==> src/hdl/sha_pkg.sv <==
// shared types, round constants and sigma functions for the sha-256 hasher
`timescale 1ns / 1ps

package sha_pkg;

    typedef struct packed {
        logic [7:0] data_byte;
        logic       has_byte;
        logic       last_byte;
    } msg_item_t;

    typedef struct packed {
        logic [31:0] digest_word;
        logic [2:0]  word_index;
        logic        last_word;
    } dig_item_t;

    localparam logic [7:0] PAD_MARKER = 8'h80;

    localparam logic [31:0] INIT_HASH [8] = '{
        32'h6a09e667, 32'hbb67ae85, 32'h3c6ef372, 32'ha54ff53a,
        32'h510e527f, 32'h9b05688c, 32'h1f83d9ab, 32'h5be0cd19
    };

    localparam logic [31:0] ROUND_K [64] = '{
        32'h428a2f98, 32'h71374491, 32'hb5c0fbcf, 32'he9b5dba5,
        32'h3956c25b, 32'h59f111f1, 32'h923f82a4, 32'hab1c5ed5,
        32'hd807aa98, 32'h12835b01, 32'h243185be, 32'h550c7dc3,
        32'h72be5d74, 32'h80deb1fe, 32'h9bdc06a7, 32'hc19bf174,
        32'he49b69c1, 32'hefbe4786, 32'h0fc19dc6, 32'h240ca1cc,
        32'h2de92c6f, 32'h4a7484aa, 32'h5cb0a9dc, 32'h76f988da,
        32'h983e5152, 32'ha831c66d, 32'hb00327c8, 32'hbf597fc7,
        32'hc6e00bf3, 32'hd5a79147, 32'h06ca6351, 32'h14292967,
        32'h27b70a85, 32'h2e1b2138, 32'h4d2c6dfc, 32'h53380d13,
        32'h650a7354, 32'h766a0abb, 32'h81c2c92e, 32'h92722c85,
        32'ha2bfe8a1, 32'ha81a664b, 32'hc24b8b70, 32'hc76c51a3,
        32'hd192e819, 32'hd6990624, 32'hf40e3585, 32'h106aa070,
        32'h19a4c116, 32'h1e376c08, 32'h2748774c, 32'h34b0bcb5,
        32'h391c0cb3, 32'h4ed8aa4a, 32'h5b9cca4f, 32'h682e6ff3,
        32'h748f82ee, 32'h78a5636f, 32'h84c87814, 32'h8cc70208,
        32'h90befffa, 32'ha4506ceb, 32'hbef9a3f7, 32'hc67178f2
    };

    function automatic logic [31:0] big_sigma0(input logic [31:0] x);
        return {x[1:0], x[31:2]} ^ {x[12:0], x[31:13]} ^ {x[21:0], x[31:22]};
    endfunction

    function automatic logic [31:0] big_sigma1(input logic [31:0] x);
        return {x[5:0], x[31:6]} ^ {x[10:0], x[31:11]} ^ {x[24:0], x[31:25]};
    endfunction

    function automatic logic [31:0] small_sigma0(input logic [31:0] x);
        return {x[6:0], x[31:7]} ^ {x[17:0], x[31:18]} ^ {3'b000, x[31:3]};
    endfunction

    function automatic logic [31:0] small_sigma1(input logic [31:0] x);
        return {x[16:0], x[31:17]} ^ {x[18:0], x[31:19]} ^ {10'b0, x[31:10]};
    endfunction

    function automatic logic [31:0] choose(input logic [31:0] e, input logic [31:0] f,
                                           input logic [31:0] g);
        return (e & f) ^ (~e & g);
    endfunction

    function automatic logic [31:0] majority(input logic [31:0] a, input logic [31:0] b,
                                             input logic [31:0] c);
        return (a & b) ^ (a & c) ^ (b & c);
    endfunction

endpackage

==> src/hdl/sha256_message_hasher.sv <==
// sha-256 hasher top level: byte packer, padder, round sequencer and digest output
//
//  channel | valid     | stall     | payload                    | items
//  --------+-----------+-----------+----------------------------+-------------------------
//  message | msg_valid | msg_stall | msg_item  (msg_item_t)     | one byte and/or end mark
//  digest  | dig_valid | dig_stall | dig_item  (dig_item_t)     | eight words h0..h7
//
// a byte item that completes no block does not hold the input; the byte that completes
// a 64-byte block holds it through the rounds and the chain update, one round per
// cycle in the shared round unit. an end item pads one byte per cycle to the end of
// each padding block, compresses one or two blocks, then offers the eight words.
// reset loads the initial hash values and clears all counters; no clearing pass.
// msg_stall is high whenever the sequencer is busy or the digest is being read out;
// dig_stall only holds the current word in place.
`timescale 1ns / 1ps

module sha256_message_hasher
    import sha_pkg::*;
(
    input  logic      clk,
    input  logic      rst_n,
    input  logic      msg_valid,
    output logic      msg_stall,
    input  msg_item_t msg_item,
    output logic      dig_valid,
    input  logic      dig_stall,
    output dig_item_t dig_item
);

    typedef enum logic [2:0] {
        S_IDLE,
        S_ROUND,
        S_FOLD,
        S_PAD,
        S_OUT
    } state_t;

    state_t      state_reg, state_next;
    logic [60:0] count_reg, count_next;
    logic [5:0]  fill_reg, fill_next;
    logic [5:0]  round_reg, round_next;
    logic [2:0]  idx_reg, idx_next;
    logic        last_pend_reg, last_pend_next;
    logic        pad_reg, pad_next;
    logic        mark_reg, mark_next;
    logic        len_ok_reg, len_ok_next;
    logic        fin_reg, fin_next;
    logic [31:0] chain_reg [8];
    logic [31:0] chain_next [8];

    // datapath, no reset
    logic [511:0] block_reg;
    logic [31:0]  work_reg [8];
    logic [63:0]  len_reg;

    logic        msg_acc;
    logic        dig_acc;
    logic        shift_byte;
    logic [7:0]  byte_in;
    logic        load_work;
    logic        do_round;
    logic        load_len;
    logic        shift_len;
    logic [7:0]  pad_byte;
    logic [31:0] w_cur;
    logic [31:0] w_new;
    logic [31:0] t1;
    logic [31:0] t2;

    assign msg_acc   = msg_valid && !msg_stall;
    assign dig_acc   = dig_valid && !dig_stall;
    assign msg_stall = (state_reg != S_IDLE);
    assign dig_valid = (state_reg == S_OUT);

    assign dig_item.digest_word = chain_reg[0];
    assign dig_item.word_index  = idx_reg;
    assign dig_item.last_word   = (idx_reg == 3'd7);

    // window word j is block_reg[511-32*j -: 32], oldest first
    assign w_cur = block_reg[511:480];
    assign w_new = small_sigma1(block_reg[63:32]) + block_reg[223:192]
                 + small_sigma0(block_reg[479:448]) + w_cur;
    assign t1 = work_reg[7] + big_sigma1(work_reg[4])
              + choose(work_reg[4], work_reg[5], work_reg[6]) + ROUND_K[round_reg] + w_cur;
    assign t2 = big_sigma0(work_reg[0]) + majority(work_reg[0], work_reg[1], work_reg[2]);

    // marker first, then zeros, length in the last eight bytes of the final block
    always_comb
    begin
        if (!mark_reg)
        begin
            pad_byte = PAD_MARKER;
        end
        else if (fill_reg[5:3] == 3'b111 && len_ok_reg)
        begin
            pad_byte = len_reg[63:56];
        end
        else
        begin
            pad_byte = 8'h00;
        end
    end

    always_comb
    begin
        state_next     = state_reg;
        count_next     = count_reg;
        fill_next      = fill_reg;
        round_next     = round_reg;
        idx_next       = idx_reg;
        last_pend_next = last_pend_reg;
        pad_next       = pad_reg;
        mark_next      = mark_reg;
        len_ok_next    = len_ok_reg;
        fin_next       = fin_reg;
        chain_next     = chain_reg;
        shift_byte     = 1'b0;
        byte_in        = msg_item.data_byte;
        load_work      = 1'b0;
        do_round       = 1'b0;
        load_len       = 1'b0;
        shift_len      = 1'b0;

        case (state_reg)
            S_IDLE:
            begin
                if (msg_acc)
                begin
                    if (msg_item.has_byte)
                    begin
                        shift_byte = 1'b1;
                        fill_next  = fill_reg + 6'd1;
                        count_next = count_reg + 61'd1;
                    end
                    if (msg_item.has_byte && fill_reg == 6'd63)
                    begin
                        load_work      = 1'b1;
                        last_pend_next = msg_item.last_byte;
                        state_next     = S_ROUND;
                    end
                    else if (msg_item.last_byte)
                    begin
                        pad_next   = 1'b1;
                        state_next = S_PAD;
                    end
                end
            end
            S_ROUND:
            begin
                do_round   = 1'b1;
                round_next = round_reg + 6'd1;
                if (round_reg == 6'd63)
                begin
                    state_next = S_FOLD;
                end
            end
            S_FOLD:
            begin
                for (int i = 0; i < 8; i++)
                begin
                    chain_next[i] = chain_reg[i] + work_reg[i];
                end
                if (fin_reg)
                begin
                    idx_next   = 3'd0;
                    state_next = S_OUT;
                end
                else if (pad_reg || last_pend_reg)
                begin
                    pad_next       = 1'b1;
                    last_pend_next = 1'b0;
                    // marker went into the block just folded, length follows in this one
                    if (mark_reg)
                    begin
                        len_ok_next = 1'b1;
                    end
                    state_next = S_PAD;
                end
                else
                begin
                    state_next = S_IDLE;
                end
            end
            S_PAD:
            begin
                shift_byte = 1'b1;
                byte_in    = pad_byte;
                fill_next  = fill_reg + 6'd1;
                if (!mark_reg)
                begin
                    mark_next   = 1'b1;
                    len_ok_next = (fill_reg[5:3] != 3'b111);
                    load_len    = 1'b1;
                end
                else if (fill_reg[5:3] == 3'b111 && len_ok_reg)
                begin
                    shift_len = 1'b1;
                end
                if (fill_reg == 6'd63)
                begin
                    fin_next   = mark_reg && len_ok_reg;
                    load_work  = 1'b1;
                    state_next = S_ROUND;
                end
            end
            S_OUT:
            begin
                if (dig_acc)
                begin
                    idx_next = idx_reg + 3'd1;
                    for (int i = 0; i < 7; i++)
                    begin
                        chain_next[i] = chain_reg[i + 1];
                    end
                    chain_next[7] = chain_reg[0];
                    if (idx_reg == 3'd7)
                    begin
                        chain_next     = INIT_HASH;
                        count_next     = '0;
                        fill_next      = '0;
                        idx_next       = '0;
                        last_pend_next = 1'b0;
                        pad_next       = 1'b0;
                        mark_next      = 1'b0;
                        len_ok_next    = 1'b0;
                        fin_next       = 1'b0;
                        state_next     = S_IDLE;
                    end
                end
            end
            default:
            begin
                state_next = S_IDLE;
            end
        endcase
    end

    always_ff @(posedge clk or negedge rst_n)
    begin
        if (!rst_n)
        begin
            state_reg     <= S_IDLE;
            count_reg     <= '0;
            fill_reg      <= '0;
            round_reg     <= '0;
            idx_reg       <= '0;
            last_pend_reg <= 1'b0;
            pad_reg       <= 1'b0;
            mark_reg      <= 1'b0;
            len_ok_reg    <= 1'b0;
            fin_reg       <= 1'b0;
            chain_reg     <= INIT_HASH;
        end
        else
        begin
            state_reg     <= state_next;
            count_reg     <= count_next;
            fill_reg      <= fill_next;
            round_reg     <= round_next;
            idx_reg       <= idx_next;
            last_pend_reg <= last_pend_next;
            pad_reg       <= pad_next;
            mark_reg      <= mark_next;
            len_ok_reg    <= len_ok_next;
            fin_reg       <= fin_next;
            chain_reg     <= chain_next;
        end
    end

    always_ff @(posedge clk)
    begin
        if (shift_byte)
        begin
            block_reg <= {block_reg[503:0], byte_in};
        end
        else if (do_round)
        begin
            block_reg <= {block_reg[479:0], w_new};
        end

        if (load_work)
        begin
            work_reg <= chain_reg;
        end
        else if (do_round)
        begin
            work_reg[7] <= work_reg[6];
            work_reg[6] <= work_reg[5];
            work_reg[5] <= work_reg[4];
            work_reg[4] <= work_reg[3] + t1;
            work_reg[3] <= work_reg[2];
            work_reg[2] <= work_reg[1];
            work_reg[1] <= work_reg[0];
            work_reg[0] <= t1 + t2;
        end

        if (load_len)
        begin
            len_reg <= {count_reg, 3'b000};
        end
        else if (shift_len)
        begin
            len_reg <= {len_reg[55:0], 8'h00};
        end
    end

    // rounds always start on a whole block
    a_round_on_full_block: assert property (@(posedge clk) disable iff (!rst_n)
        (state_reg == S_ROUND) |-> (fill_reg == 6'd0))
        else $error("compression running on a partly filled block");

    a_round_count_idle: assert property (@(posedge clk) disable iff (!rst_n)
        (state_reg != S_ROUND) |-> (round_reg == 6'd0))
        else $error("round counter left non-zero outside the rounds");

    a_end_starts_finish: assert property (@(posedge clk) disable iff (!rst_n)
        (msg_acc && msg_item.last_byte) |=> (state_reg == S_PAD || state_reg == S_ROUND))
        else $error("end item did not start padding");

    a_reinit_after_digest: assert property (@(posedge clk) disable iff (!rst_n)
        (dig_acc && dig_item.last_word) |=>
            (state_reg == S_IDLE && count_reg == 61'd0 && chain_reg[0] == INIT_HASH[0]
             && !pad_reg && !mark_reg))
        else $error("hasher not back to the initial state after the digest");

endmodule

==> config.mk <==
export PLATFORM = sky130hd
export DESIGN_NAME = sha256_message_hasher
export DESIGN_NICKNAME = d
export VERILOG_FILES = /design/src/hdl/sha_pkg.sv /design/src/hdl/sha256_message_hasher.sv
export SDC_FILE = /design/constraint.sdc
export NUM_CORES = 2
export LEC_CHECK = 0
export BUFFER_PORTS_ARGS = -buffer_cell sky130_fd_sc_hd__buf_2
export CAP_MARGIN = 40
export CORE_MARGIN = 5
export CORE_UTILIZATION = 59
export CTS_CLUSTER_DIAMETER = 80
export DETAILED_ROUTE_END_ITERATION = 6
export MAX_ROUTING_LAYER = met4
export PLACE_DENSITY_LB_ADDON = 0.25
export SETUP_SLACK_MARGIN = 0.3
export SYNTH_ARGS = -nofsm -noshare
export SYNTH_HDL_FRONTEND = slang
export SYNTH_SLANG_ARGS = --single-unit
==> constraint.sdc <==
create_clock -name clk -period 24.7 [get_ports clk]
set_input_delay 6.175 -clock clk [delete_from_list [all_inputs] [get_ports clk]]
set_output_delay 6.175 -clock clk [all_outputs]
set_load 0.02 [all_outputs]
# Word-level counts from Yosys, hierarchy flattened
# Memory sizes are Yosys's and may differ from the RTL's.
# Index checks and enable logic that the tools add are counted.
# classes
addsub	22
magnitude_cmp	1
eq_ne	24
n_mux	72
bitwise	18
n_reduce_logical	29
# ops
operator	n
two-way mux 256 bit	4
two-way mux 512 bit	2
adder 32 bit	18
case mux 256 bit (2 select lines)	1
bitwise XOR 32 bit	9
two-way mux 61 bit	4
bitwise AND 32 bit	5
two-way mux 64 bit	2
case mux 61 bit (2 select lines)	1
two-way mux 32 bit	2
adder 61 x 1 -> 61 bit, second input constant	1
two-way mux 3 bit	11
inverter 32 bit	1
bitwise XOR 32 x 22 -> 32 bit	1
bitwise XOR 32 x 29 -> 32 bit	1
two-way mux 1 bit	27
two-way mux 6 bit	4
two-way mux 8 bit	3
inequality test 2 bit, second input constant	12
case mux 6 bit (3 select lines)	1
case mux 3 bit (5 select lines)	1
AND reduction 7 bit	2
adder 6 x 1 -> 6 bit, second input constant	2
== test 6 bit, second input constant	2
24 further kinds	49
# word_totals
reg_bits	1169
mem_bits_ro	2048
in_bits	14
out_inout_bits	38
wordCells	195
n_memories	1
# memory_table
memory	depth	width	rd	rd_ports_with_merged_regs	write_ports	line_no	text
(name not given)	64	32	1	0	0	sha256_message_hasher.sv:84	+ choose(work_reg[4], work_reg[5], work_reg[6]) + ROUND_K[round_reg] + w_cur;

# Depth between registers and ports, before layout
# depth
ltp_word	9
mapped_depth	38
depth_no_buf	38

# Worst setup path after synthesis
# No wires, ideal clock.
# synth_timing
kind	in2reg
startpoint	input msg_item[1] in the netlist's numbering
endpoint	register block_reg[0], enable pin
setup_time_ns	1.398
arrival_ns	27.535
required_time_ns	23.302
slack_ns	-4.233
path_stages	4
path_buffers	0
cell_sequence	nand2_1 -> nor2_1 -> nor2_1 -> nor2_1
# synth_between
elab_chain_len	4
# synth_rtl
item	line_no	text
start: declaration	sha256_message_hasher.sv:24	input msg_item_t msg_item,
two-way mux 1 bit	sha256_message_hasher.sv:129	if (msg_item.has_byte)
two-way mux 1 bit	sha256_message_hasher.sv:127	if (msg_acc)
case mux 1 bit (2 select lines)	sha256_message_hasher.sv:124	case (state_reg)
nonzero test 2 bit (no source line)	--	
end signal: assignment	sha256_message_hasher.sv:274	block_reg <= {block_reg[503:0], byte_in};
end signal: assignment	sha256_message_hasher.sv:278	block_reg <= {block_reg[479:0], w_new};
end: declaration	sha256_message_hasher.sv:52	logic [511:0] block_reg;
# No other way between the ends.
# A chain may end at the register's enable or synchronous reset.

# Worst setup path after layout
# layout_timing
startpoint	register round_reg[0]
endpoint	register work_reg[126] in the netlist's numbering (data pin)
# layout_between
elab_chain_len	9
# layout_rtl
item	line_no	text
start: declaration	sha256_message_hasher.sv:41	logic [5:0] round_reg, round_next;
start signal: assignment	sha256_message_hasher.sv:259	round_reg <= round_next;
inverter 6 -> 7 bit (not written as such)	sha256_message_hasher.sv:84	
memory read (64 x 32 bit)	--	
two-way mux 32 bit (not written as such) (2 in series)	sha256_message_hasher.sv:84	
adder 32 bit (2 in series)	sha256_message_hasher.sv:84	
adder 32 bit	sha256_message_hasher.sv:290	work_reg[4] <= work_reg[3] + t1;
two-way mux 256 bit	sha256_message_hasher.sv:285	else if (do_round)
two-way mux 256 bit	sha256_message_hasher.sv:281	if (load_work)
end signal: assignment	sha256_message_hasher.sv:283	work_reg <= chain_reg;
end: declaration	sha256_message_hasher.sv:53	logic [31:0] work_reg [8];
# No other way between the ends. The select of a mux whose other input is x is not followed.

==> flow_metrics.py <==
metrics = {
    "detailed_routing": {
        "routed_wl_um": 236000,
        "vias_per_cell": 6.17,
        "drt_pass1_iterations": 7,
        "drtIter0Drc": 8190,
        "wl_per_cell_um": 22.7,
        "drc": 0,
        "route.vias.total": 64300,
        "ant_nets": 0,
    },
    "floorplan": {
        "die_area_sq_um": 141000,
        "io_pins": 52,
        "die_w_um": 376,
        "start_util_pct": 59.3,
        "rows": 134,
        "coreArea_sq_um": 133000,
        "die_h_um": 376,
    },
    "critical_path": {
        "path_class": "flop to flop",
        "arrival_ps": 10710,
        "cpMaxStageDelayCell": "o311ai_0",
        "cpLargestDelayFamily": "compound AO/OA/AOI/OAI gates",
        "end_kind": "flop",
        "worst_setup_path_start_kind": "flop",
        "cpMostUsedCell": "ha_1",
        "cp_num_buf_inv": 3,
        "cp_max_fo": 19,
        "max_stage_delay_ps": 860,
        "worstPathRequired_ps": 25230,
    },
    "sta": {
        "fin_setup_tns_ps": 0,
        "slew_viol_final": 0,
        "clock_skew_ps": 27.4,
        "post-route-period-util_pct": 41.2,
        "setup_viol": 0,
        "slew_headroom_pct": 15.3,
        "clock.fmax_mhz": 98.2,
        "finalCriticalPeriod_ps": 10180,
        "hold_viol": 0,
        "grt_setup_unrepaired": "false",
        "worst_slew_pin_slew_ps": 1270,
    },
    "final_layout": {
        "final_area_sq_um": 85000,
        "largest_register_ff_count": 512,
        "fillerInstances": 11000,
        "layout_common_cells": "nand2_1 (2332), edfxtp_1 (829), o21ai_0 (567)",
        "finalNetCount": 9156,
        "drive_gt1_share_pct": 7.39,
        "final_common_cell": "nand2_1",
        "syn2layout_area_growth_pct": 7.71,
    },
    "clock_tree": {
        "clk_latency_ps": 790,
        "numCtsBuffers": 136,
        "tritoncts": "done",
        "cts.sinks": 1169,
        "cts_hold_buffers": 0,
        "cts_buffer_depth": 3,
        "cts_root_buf": "clkbuf_16",
        "clk_pin_slew_ps": 60,
        "htreeDepth": 4,
        "cts_resized": 0,
        "cts_setup_buffers": 0,
    },
    "global_route": {
        "grt-ovfl-total": 0,
        "antenna_found_initial": 4,
        "grt_max_degree": 238,
        "grt_first_pass_wirelength_um": 360000,
        "grt_util_all_layers_pct": 33.7,
        "grt_pass1_vias": 60300,
    },
    "placed_design": {
        "dp_hpwl_um": 167000,
        "dpl-instance-area_sq_um": 80400,
        "port-buffer-count": 51,
        "gp_congestion": 1.02,
    },
    "logic_synthesis": {
        "synthFlopType": "edfxtp_1",
        "yosys_register_bits": 1169,
        "ys_types": 87,
        "yosysSeqAreaShare_pct": 42.6,
        "avgSynthCellArea_sq_um": 8.97,
        "synth_area_leader_cell": "edfxtp_1",
        "synthArstFlopShare_pct": 29.1,
        "ys.warnings.count": 0,
        "synth_edf_count": 829,
        "synth_area_leaders": "edfxtp_1 (32%), nand2_1 (11%), dfrtp_1 (6.5%), ha_1 (6.3%), fa_1 (5.0%)",
        "synthesis.area_sq_um": 78900,
        "synth_top_area_share_pct": 31.6,
        "synth_cells": 8790,
        "synth_nets": 9400,
    },
    "status": {
        "status": "completed",
    },
    "min_path": {
        "hp-class": "flop to flop",
    },
    "job": {
        "cap_viol_max_count": 0,
    },
}
==> worst min-delay path, cell delays in order (launching register included) <==
cell	delay, ps
dfstp_2	390
nand2_1	60
nand2_1	40
==> final cells by class <==
type                    instances  area, sq um  area share (%)
clock inverters                83          916            1.08
flip-flops and latches       1169        33600            39.5
well taps                    1768         2210            2.60
diodes                          3         7.51         0.00884
repair buffers                143         1250            1.48
inverters                     504         1900            2.23
clock buffers                 167         3660            4.31
multi-input cells            6592        41400            48.8
==> cell families (layout without fill, tap and decap cells) <==
family	Yosys count	in the layout	share of synthesized area [%]
xor+xnor	614	614	6.82
fa+ha+maj	599	599	11.4
mux	109	109	1.63
simple gates	3410	3410	17.8
other cells	0	3	0
flops	1169	1169	42.6
buf+inv	1029	897	5.05
compound gates	1860	1860	14.7
==> cell usage after synthesis (18+ instances only) <==
| cell type | number |
|---|---|
| nand2_1 | 2336 |
| edfxtp_1 | 829 |
| o21ai_0 | 570 |
| inv_1 | 501 |
| nor2_1 | 501 |
| clkbuf_1 | 466 |
| a21oi_1 | 439 |
| ha_1 | 399 |
| xnor2_1 | 348 |
| xor2_1 | 266 |
| a21o_1 | 210 |
| dfrtp_1 | 204 |
| fa_1 | 197 |
| dfstp_2 | 136 |
| nor3_1 | 106 |
| a31oi_1 | 97 |
| mux2_2 | 88 |
| nand3_1 | 86 |
| nand2b_1 | 72 |
| and3_1 | 71 |
| o31ai_1 | 66 |
| o21a_1 | 62 |
| nor2b_1 | 58 |
| o22ai_1 | 56 |
| a221oi_1 | 54 |
| or3_1 | 50 |
| a211oi_1 | 43 |
| o21bai_1 | 42 |
| nand4_1 | 33 |
| buf_4 | 32 |
| o311ai_0 | 27 |
| and2_1 | 26 |
| buf_1 | 25 |
| o211ai_1 | 20 |
| a211o_1 | 18 |
| a311oi_1 | 18 |
| or2_2 | 18 |
==> stage by stage <==
step	hold WS, ps	utilization [%]	instances	setup WS [ps]
finish	482	63.8	10400	14520
global route	502	63.8	10400	13990
CTS	480	63.8	10400	14720
detailed placement	472	60.4	10200	14700
global placement	467	60.1	10200	14380
floorplan	449	-	8790	4470
==> metal layers <==
layer	track usage, %	up-vias	routed length [um]
met2	47.2	3094	100000
met4	13.0	0	10600
li1	-	29600	-
met5	-	-	0
met3	6.49	556	23500
met1	48.6	31100	102000
==> final timing paths <==
path	slack, ps	startpoint	end	cells past startpoint
worst min-delay path	480	chain_reg[165]	chain_reg[165]	2
worst min register to register	480	chain_reg[165]	chain_reg[165]	2
max in group asynchronous	17110	rst_n	chain_reg[95]	4
worst max-delay path	14520	round_reg[0]	work_reg[126]	34
min in group asynchronous	5440	rst_n	chain_reg[193]	1
worst max register to register	14520	round_reg[0]	work_reg[126]	34
Power is left out: the tool's default activity adds up to more than one toggle a clock period on the data nets, which glitch-free logic cannot reach.
